[src/dbq_pkg.sv]
`timescale 1ns / 1ps
// ----------------------------------------------------------------------------
// dbq_pkg: shared types and constants of the bounded deque
// Request and response item layouts, request and status codes, and the
// control codes that drive the row of storage cells.
// ----------------------------------------------------------------------------
package dbq_pkg;

	localparam int DEPTH_DEF     = 32;
	localparam int WORD_BITS_DEF = 32;

	localparam logic [2:0] REQ_PUSH_FRONT = 3'd0;
	localparam logic [2:0] REQ_PUSH_BACK  = 3'd1;
	localparam logic [2:0] REQ_POP_FRONT  = 3'd2;
	localparam logic [2:0] REQ_POP_BACK   = 3'd3;
	localparam logic [2:0] REQ_COUNT      = 3'd4;
	localparam logic [2:0] REQ_READ       = 3'd5;

	localparam logic [1:0] STATUS_OK     = 2'd0;
	localparam logic [1:0] STATUS_EMPTY  = 2'd1;
	localparam logic [1:0] STATUS_FULL   = 2'd2;
	localparam logic [1:0] STATUS_BEYOND = 2'd3;

	typedef struct packed {
		logic [2:0]         req_type;
		logic signed [31:0] data_word;
		logic [4:0]         position;
	} req_item_t;

	typedef struct packed {
		logic [1:0]         status;
		logic signed [31:0] read_word;
		logic [5:0]         match_count;
		logic [5:0]         occupancy;
	} rsp_item_t;

	// what the whole row does in one cycle
	typedef enum logic [1:0] {
		CHAIN_HOLD       = 2'd0,
		CHAIN_PUSH_FRONT = 2'd1,
		CHAIN_ROTATE     = 2'd2,
		CHAIN_WRITE_TAIL = 2'd3
	} chain_op_t;

	// what one cell does in one cycle
	typedef enum logic [1:0] {
		CELL_HOLD      = 2'd0,
		CELL_FROM_PREV = 2'd1,
		CELL_FROM_NEXT = 2'd2,
		CELL_LOAD      = 2'd3
	} cell_mode_t;

endpackage

[src/dbq_cell.sv]
`timescale 1ns / 1ps
// ----------------------------------------------------------------------------
// dbq_cell: one storage cell of the deque row
// Holds one word and takes it from its neighbor on either side or from the
// load bus, as the mode says.
// ----------------------------------------------------------------------------
module dbq_cell #(
	parameter int WORD_BITS = dbq_pkg::WORD_BITS_DEF
) (
	input  logic                   clk,
	input  dbq_pkg::cell_mode_t    mode,
	input  logic [WORD_BITS-1:0]   load_word,
	input  logic [WORD_BITS-1:0]   prev_word,
	input  logic [WORD_BITS-1:0]   next_word,
	output logic [WORD_BITS-1:0]   word
);
	import dbq_pkg::*;

	logic [WORD_BITS-1:0] word_q;

	always_ff @(posedge clk) begin
		unique case (mode)
			CELL_HOLD:      word_q <= word_q;
			CELL_FROM_PREV: word_q <= prev_word;
			CELL_FROM_NEXT: word_q <= next_word;
			CELL_LOAD:      word_q <= load_word;
			default:        word_q <= word_q;
		endcase
	end

	assign word = word_q;

endmodule

[src/dbq_chain.sv]
`timescale 1ns / 1ps
// ----------------------------------------------------------------------------
// dbq_chain: ring of storage cells holding the deque entries
// The front entry sits in cell 0 and entry k in cell k. A push at the front
// shifts the row back, a rotation moves every word one cell toward the front
// and cell 0 wraps to the last cell.
// ----------------------------------------------------------------------------
module dbq_chain #(
	parameter int DEPTH     = dbq_pkg::DEPTH_DEF,
	parameter int WORD_BITS = dbq_pkg::WORD_BITS_DEF,
	localparam int IDX_W    = $clog2(DEPTH)
) (
	input  logic                 clk,
	input  dbq_pkg::chain_op_t   op,
	input  logic [WORD_BITS-1:0] load_word,
	input  logic [IDX_W-1:0]     tail_idx,
	output logic [WORD_BITS-1:0] head_word
);
	import dbq_pkg::*;

	logic [WORD_BITS-1:0] words [DEPTH];

	for (genvar i = 0; i < DEPTH; i++) begin : g_cell
		cell_mode_t mode;

		always_comb begin
			unique case (op)
				CHAIN_HOLD:       mode = CELL_HOLD;
				CHAIN_PUSH_FRONT: mode = (i == 0) ? CELL_LOAD : CELL_FROM_PREV;
				CHAIN_ROTATE:     mode = CELL_FROM_NEXT;
				CHAIN_WRITE_TAIL: mode = (tail_idx == IDX_W'(i)) ? CELL_LOAD : CELL_HOLD;
				default:          mode = CELL_HOLD;
			endcase
		end

		dbq_cell #(
			.WORD_BITS(WORD_BITS)
		) u_cell (
			.clk      (clk),
			.mode     (mode),
			.load_word(load_word),
			.prev_word(words[(i + DEPTH - 1) % DEPTH]),
			.next_word(words[(i + 1) % DEPTH]),
			.word     (words[i])
		);
	end

	assign head_word = words[0];

endmodule

[src/bounded_deque_with_search.sv]
`timescale 1ns / 1ps
// ----------------------------------------------------------------------------
// bounded_deque_with_search: bounded double-ended queue with value search
// Request channel req_valid/req_ready/req carries one operation per item;
// response channel rsp_valid/rsp_ready/rsp returns exactly one item per
// request, in order: status, data word, match count and occupancy after it.
// Entries live in a ring of DEPTH cells with the front entry in cell 0.
// Push front, push back, pop front, rejected requests and unused codes are
// answered directly: the response is valid in the cycle after acceptance.
// Pop back, read at position and count matches rotate the ring once around,
// one cell per cycle, watching cell 0, then wait in a flush state until the
// response register is free and load the response there; the next request
// is taken after that, so no request is accepted while a scan is under way.
// The response sits in an output register; while the receiver stalls, the
// block holds it and takes no further request until it is drained.
// Reset empties the queue and the response register; cell contents are not
// cleared, and only written entries are ever returned.
// ----------------------------------------------------------------------------
module bounded_deque_with_search #(
	parameter int DEPTH     = dbq_pkg::DEPTH_DEF,
	parameter int WORD_BITS = dbq_pkg::WORD_BITS_DEF
) (
	input  logic               clk,
	input  logic               arst_n,
	input  logic               req_valid,
	output logic               req_ready,
	input  dbq_pkg::req_item_t req,
	output logic               rsp_valid,
	input  logic               rsp_ready,
	output dbq_pkg::rsp_item_t rsp
);
	import dbq_pkg::*;

	localparam int IDX_W = $clog2(DEPTH);
	localparam int CNT_W = $clog2(DEPTH + 1);
	localparam int CMP_W = (CNT_W > 5) ? CNT_W : 5;

	typedef enum logic [2:0] {
		ST_IDLE  = 3'b001,
		ST_SCAN  = 3'b010,
		ST_FLUSH = 3'b100
	} state_t;

	state_t               state_q, state_d;
	logic [CNT_W-1:0]     count_q, count_d;
	logic [IDX_W-1:0]     step_q, step_d;
	logic [IDX_W-1:0]     target_q, target_d;
	logic [CNT_W-1:0]     acc_q, acc_d;
	logic [WORD_BITS-1:0] word_q, word_d;
	logic [WORD_BITS-1:0] val_q;
	logic                 is_count_q, is_count_d;
	logic                 is_popb_q, is_popb_d;
	logic                 rsp_valid_q;
	rsp_item_t            rsp_q, rsp_d;
	logic                 rsp_load;

	chain_op_t            chain_op;
	logic [IDX_W-1:0]     tail_idx;
	logic [WORD_BITS-1:0] head_word;
	logic [WORD_BITS-1:0] req_word;
	logic                 rsp_free;
	logic                 accept;
	logic                 full;
	logic                 empty;

	dbq_chain #(
		.DEPTH    (DEPTH),
		.WORD_BITS(WORD_BITS)
	) u_chain (
		.clk      (clk),
		.op       (chain_op),
		.load_word(req_word),
		.tail_idx (tail_idx),
		.head_word(head_word)
	);

	assign req_word  = WORD_BITS'(req.data_word);
	assign rsp_free  = !rsp_valid_q || rsp_ready;
	assign req_ready = (state_q == ST_IDLE) && rsp_free;
	assign accept    = req_valid && req_ready;
	assign full      = (count_q == CNT_W'(DEPTH));
	assign empty     = (count_q == '0);
	assign tail_idx  = IDX_W'(count_q);

	always_comb begin
		state_d    = state_q;
		count_d    = count_q;
		step_d     = step_q;
		target_d   = target_q;
		acc_d      = acc_q;
		word_d     = word_q;
		is_count_d = is_count_q;
		is_popb_d  = is_popb_q;
		chain_op   = CHAIN_HOLD;
		rsp_load   = 1'b0;
		rsp_d      = '0;
		rsp_d.status = STATUS_OK;

		unique case (state_q)
			ST_IDLE: begin
				if (accept) begin
					rsp_load   = 1'b1;
					step_d     = '0;
					acc_d      = '0;
					word_d     = '0;
					is_count_d = 1'b0;
					is_popb_d  = 1'b0;
					unique case (req.req_type)
						REQ_PUSH_FRONT: begin
							if (full) begin
								rsp_d.status = STATUS_FULL;
							end else begin
								chain_op = CHAIN_PUSH_FRONT;
								count_d  = count_q + 1'b1;
							end
						end
						REQ_PUSH_BACK: begin
							if (full) begin
								rsp_d.status = STATUS_FULL;
							end else begin
								chain_op = CHAIN_WRITE_TAIL;
								count_d  = count_q + 1'b1;
							end
						end
						REQ_POP_FRONT: begin
							if (empty) begin
								rsp_d.status = STATUS_EMPTY;
							end else begin
								// shift toward the front; the old head wraps past the count
								rsp_d.read_word = 32'(signed'(head_word));
								chain_op        = CHAIN_ROTATE;
								count_d         = count_q - 1'b1;
							end
						end
						REQ_POP_BACK: begin
							if (empty) begin
								rsp_d.status = STATUS_EMPTY;
							end else begin
								rsp_load  = 1'b0;
								target_d  = IDX_W'(count_q - 1'b1);
								is_popb_d = 1'b1;
								state_d   = ST_SCAN;
							end
						end
						REQ_COUNT: begin
							rsp_load   = 1'b0;
							is_count_d = 1'b1;
							state_d    = ST_SCAN;
						end
						REQ_READ: begin
							if (CMP_W'(req.position) >= CMP_W'(count_q)) begin
								rsp_d.status = STATUS_BEYOND;
							end else begin
								rsp_load = 1'b0;
								target_d = IDX_W'(req.position);
								state_d  = ST_SCAN;
							end
						end
						default: ;
					endcase
				end
			end
			ST_SCAN: begin
				// a full turn of the ring brings entry step to cell 0, then restores it
				chain_op = CHAIN_ROTATE;
				if (!is_count_q && step_q == target_q) begin
					word_d = head_word;
				end
				if (is_count_q && CNT_W'(step_q) < count_q && head_word == val_q) begin
					acc_d = acc_q + 1'b1;
				end
				if (step_q == IDX_W'(DEPTH - 1)) begin
					state_d = ST_FLUSH;
				end else begin
					step_d = step_q + 1'b1;
				end
			end
			ST_FLUSH: begin
				if (rsp_free) begin
					rsp_load          = 1'b1;
					rsp_d.read_word   = 32'(signed'(word_q));
					rsp_d.match_count = 6'(acc_q);
					if (is_popb_q) begin
						count_d = count_q - 1'b1;
					end
					state_d = ST_IDLE;
				end
			end
			default: state_d = ST_IDLE;
		endcase

		rsp_d.occupancy = 6'(count_d);
	end

	always_ff @(posedge clk or negedge arst_n) begin
		if (!arst_n) begin
			state_q     <= ST_IDLE;
			count_q     <= '0;
			step_q      <= '0;
			is_count_q  <= 1'b0;
			is_popb_q   <= 1'b0;
			rsp_valid_q <= 1'b0;
		end else begin
			state_q    <= state_d;
			count_q    <= count_d;
			step_q     <= step_d;
			is_count_q <= is_count_d;
			is_popb_q  <= is_popb_d;
			if (rsp_load) begin
				rsp_valid_q <= 1'b1;
			end else if (rsp_ready) begin
				rsp_valid_q <= 1'b0;
			end
		end
	end

	always_ff @(posedge clk) begin
		target_q <= target_d;
		acc_q    <= acc_d;
		word_q   <= word_d;
		if (accept) begin
			val_q <= req_word;
		end
		if (rsp_load) begin
			rsp_q <= rsp_d;
		end
	end

	assign rsp_valid = rsp_valid_q;
	assign rsp       = rsp_q;

endmodule

[config.mk]
export PLATFORM = sky130hd
export DESIGN_NAME = bounded_deque_with_search
export DESIGN_NICKNAME = d
export VERILOG_FILES = /design/src/dbq_pkg.sv /design/src/dbq_cell.sv /design/src/dbq_chain.sv /design/src/bounded_deque_with_search.sv
export SDC_FILE = /design/constraint.sdc
export NUM_CORES = 2
export LEC_CHECK = 0
export ABC_AREA = 1
export BUFFER_PORTS_ARGS = -buffer_cell sky130_fd_sc_hd__buf_2
export CORE_ASPECT_RATIO = 0.7
export CORE_UTILIZATION = 23
export CTS_CLUSTER_DIAMETER = 100
export CTS_CLUSTER_SIZE = 28
export DETAILED_ROUTE_END_ITERATION = 8
export GPL_ROUTABILITY_DRIVEN = 1
export MAX_ROUTING_LAYER = met4
export SYNTH_ARGS = -nofsm -noshare
export SYNTH_HDL_FRONTEND = slang
export SYNTH_HIERARCHICAL = 1
export SYNTH_SLANG_ARGS = --single-unit
[constraint.sdc]
create_clock -name clk -period 9.8 [get_ports clk]
set_input_delay 0.98 -clock clk [delete_from_list [all_inputs] [get_ports clk]]
set_output_delay 0.98 -clock clk [all_outputs]
set_load 0.02 [all_outputs]
==> run_results.csv <==
group,metric,value,unit
sta,fmax,173,MHz
grt,grt_max_degree,66,
flow_run,max-cap-violations,0,
logic_synthesis,syn_avg_cell_area,9.57,um^2
logic_synthesis,syn_area,62700,um^2
clocking,insertion_delay,0.74,ns
clocking,htree_levels,2,
placement,gp_congestion,0.961,
finish,area_growth_syn_to_layout,3.82,%
die,initial_core_util,0.233,
setup_path,reg2reg_depth,17,
placement,pre_cts_ws,3.62,ns
sta,tightest_slew,1.27,ns
setup_path,path_depth,17,
clocking,cts.sinks,1162,
die,io_pins,92,
logic_synthesis,synthCells,6551,
die,die_x,626,um
logic_synthesis,synth_top_area_cell,"edfxtp_1",
drt,drtIter0Drc,6564,
drt,drcViolationCount,0,
drt,drtPass1Iterations,8,
clocking,clockRootBuffer,"clkbuf_16",
sta,finalSetupViolations,0,
setup_path,worstPathArrival,6.20,ns
sta,finalMaxSlewViolations,0,
drt,wl_met3,23.0,mm
setup_path,cp-end-kind,"flip-flop",
power,peakVddDrop,0.178,mV
placement,io_buffer_count,91,
sta,timing.final.crit_period,5.79,ns
setup_path,cp.required,10.21,ns
logic_synthesis,ys_warn_count,6,
drt,finalWirelength,204,mm
sta,rsz0062_at_grt,"no",
clocking,cts_tree,"done",
sta,relSlewSlack,0.149,
setup_path,slowest_stage,"inv_1",
finish,final_core_util,0.242,
logic_synthesis,synthArstFlopShare,0.0146,
setup_path,worst_setup_path_start_kind,"flip-flop",
clocking,clkTransAtPathRegs,0.12,ns
die,coreArea,270000,um^2
logic_synthesis,ys_ff_latch,1162,
finish,drive_gt1_frac,0.0633,
clocking,cts_resized,0,
die,fp-row-count,159,
finish,nFillCells,29100,
power,power_per_cell_area,266,nW/um^2
grt,overflow,0,
drt,m1WireLength,85.3,mm
clocking,cts_buffer_depth,3,
worst_hold_path,hp-class,"primary input to asynchronous set/reset pin",
status,status,"completed",
setup_path,max_stage_delay,0.69,ns
setup_path,cp_cell_sequence,"inv_1, ha_1, inv_1, nor2_4, nand3_1, nand2_1, nand2_1, nand2_1, o21ai_0, inv_1, or2_2, buf_4, nand2_2, buf_4, inv_1, nand2_1, buf_4",
logic_synthesis,ys_seq_area_frac,0.555,
drt,wl_per_cell,20.6,um
logic_synthesis,synth.most_common_cell,"nand3_1",
clocking,postCtsSetupRepairBufs,0,
logic_synthesis,yosys.area.top_type_share,0.548,
logic_synthesis,synthTopCellsByCount,"3097 x nand3_1, 1302 x nand2_1, 1145 x edfxtp_1",
setup_path,critical-path-top-delay-family,"buffers and inverters",
drt,top_layer,"met4",
drt,wl_met2,92.0,mm
sta,hold_viol,0,
logic_synthesis,synth_edf_count,1145,
setup_path,crit_path_max_fanout,65,
grt,grt_pass1_wl,305,mm
finish,num-nets-final,6305,
grt,grt_pass1_vias,48800,
logic_synthesis,ys_top_cells_by_area,"edfxtp_1 55%, nand3_1 25%, nand2_1 7.8%",
logic_synthesis,yosys_most_used_dff,"edfxtp_1",
sta,finalClockSkew,0.0578,ns
sta,fin_tns_setup,0,ns
drt,via_per_inst,5.11,
drt,num_vias,50600,
power,p_leak,0.0232,uW
setup_path,path_class,"flip-flop to flip-flop",
clocking,hold_buffers,0,
sta,finalCritPeriodShare,0.591,
sta,setup_slack,4.01,ns
setup_path,critPathBufInv,7,
grt,antenna_found_initial,8,
placement,dp_hpwl,141,mm
drt,ant_nets,0,
grt,grt_usage,0.146,
die,dieArea,275000,um^2
logic_synthesis,synth_nets,6609,
die,die_h,439,um
logic_synthesis,yosysUniqueCellTypes,40,
clocking,numCtsBuffers,53,
==> metrics by stage <==
| stage | area [um^2] | cells | hold WS [ns] | total power [uW] |
|---|---|---|---|---|
| 2_1_floorplan | 62700 | 6551 | 0.468 | 12900 |
| 3_5_place_dp | 63400 | 9814 | 0.486 | 14500 |
| 6_report | 65100 | 9899 | 0.211 | 17300 |
| 3_3_place_gp | 63400 | 9814 | 0.476 | 14300 |
| 5_1_grt | 65100 | 9899 | 0.210 | 18200 |
| 4_1_cts | 65100 | 9892 | 0.176 | 17200 |
==> worst paths after layout <==
check,from,endpoint,slack (ns)
worst max-delay path,count_q[0]$_DFF_PN0_,u_chain/g_cell[19].u_cell/word[13]$_DFFE_PP_,4.01
worst min-delay path,arst_n,rsp_valid$_DFFE_PN0P_,0.21
worst max register to register,count_q[0]$_DFF_PN0_,u_chain/g_cell[19].u_cell/word[13]$_DFFE_PP_,4.01
worst min register to register,state_q[0]$_DFFE_PN1P_,state_q[0]$_DFFE_PN1P_,0.50
max in group asynchronous,arst_n,is_popb_q$_DFFE_PN0P_,9.23
min in group clk,state_q[0]$_DFFE_PN1P_,state_q[0]$_DFFE_PN1P_,0.50
==> cell families (layout without fill, tap and decap cells) <==
logic type,Yosys count,in the layout,synth area share
compound gates,93,93,0.00958
xor+xnor,18,18,0.00251
fa+ha+maj,14,14,0.00279
buf+inv,727,446,0.0939
flops,1162,1162,0.555
other cells,0,7,0
simple gates,4537,4537,0.336
==> report_power, final <==
part,switching (uW),internal (uW)
Clock,1720,1110
Sequential,1280,7770
Combinational,3950,1520
==> layout by cell type (no fill, tap or decap), types with 35 or more instances in the layout <==
master	instances
buf_2	91
nor2_1	94
inv_1	125
clkbuf_16	54
nand2_2	35
nand2_1	1281
edfxtp_1	1145
nand3_1	3096
buf_4	114
o21ai_0	36
==> layer usage <==
layer  track usage  vias up
met1         0.191    25200
met5             -        -
met4        0.0290        0
met2         0.220     2334
met3        0.0481      253
li1              -    22800
==> flip-flops by register name, indices dropped and copies added (netlist names) <==
| register | flops |
|---|---|
| acc_q | 6 |
| count_q | 6 |
| is_count_q | 1 |
| is_popb_q | 1 |
| rsp | 46 |
| rsp_valid | 1 |
| state_q | 3 |
| step_q | 5 |
| target_q | 5 |
| u_chain/g_cell.u_cell/word | 1024 |
| val_q | 32 |
| word_q | 32 |
==> final cells by class <==
| class | count | area [um^2] | share of cell area |
|---|---|---|---|
| inverters | 163 | 692 | 0.0106 |
| clock buffers | 61 | 1380 | 0.0212 |
| repair buffers | 205 | 1310 | 0.0201 |
| multi-input cells | 4662 | 22100 | 0.339 |
| clock inverters | 17 | 283 | 0.00434 |
| diodes | 7 | 17.5 | 0.000269 |
| well taps | 3622 | 4530 | 0.0696 |
| flip-flops and latches | 1162 | 34800 | 0.535 |
Note: power is estimated with default switching activity, not from simulation.
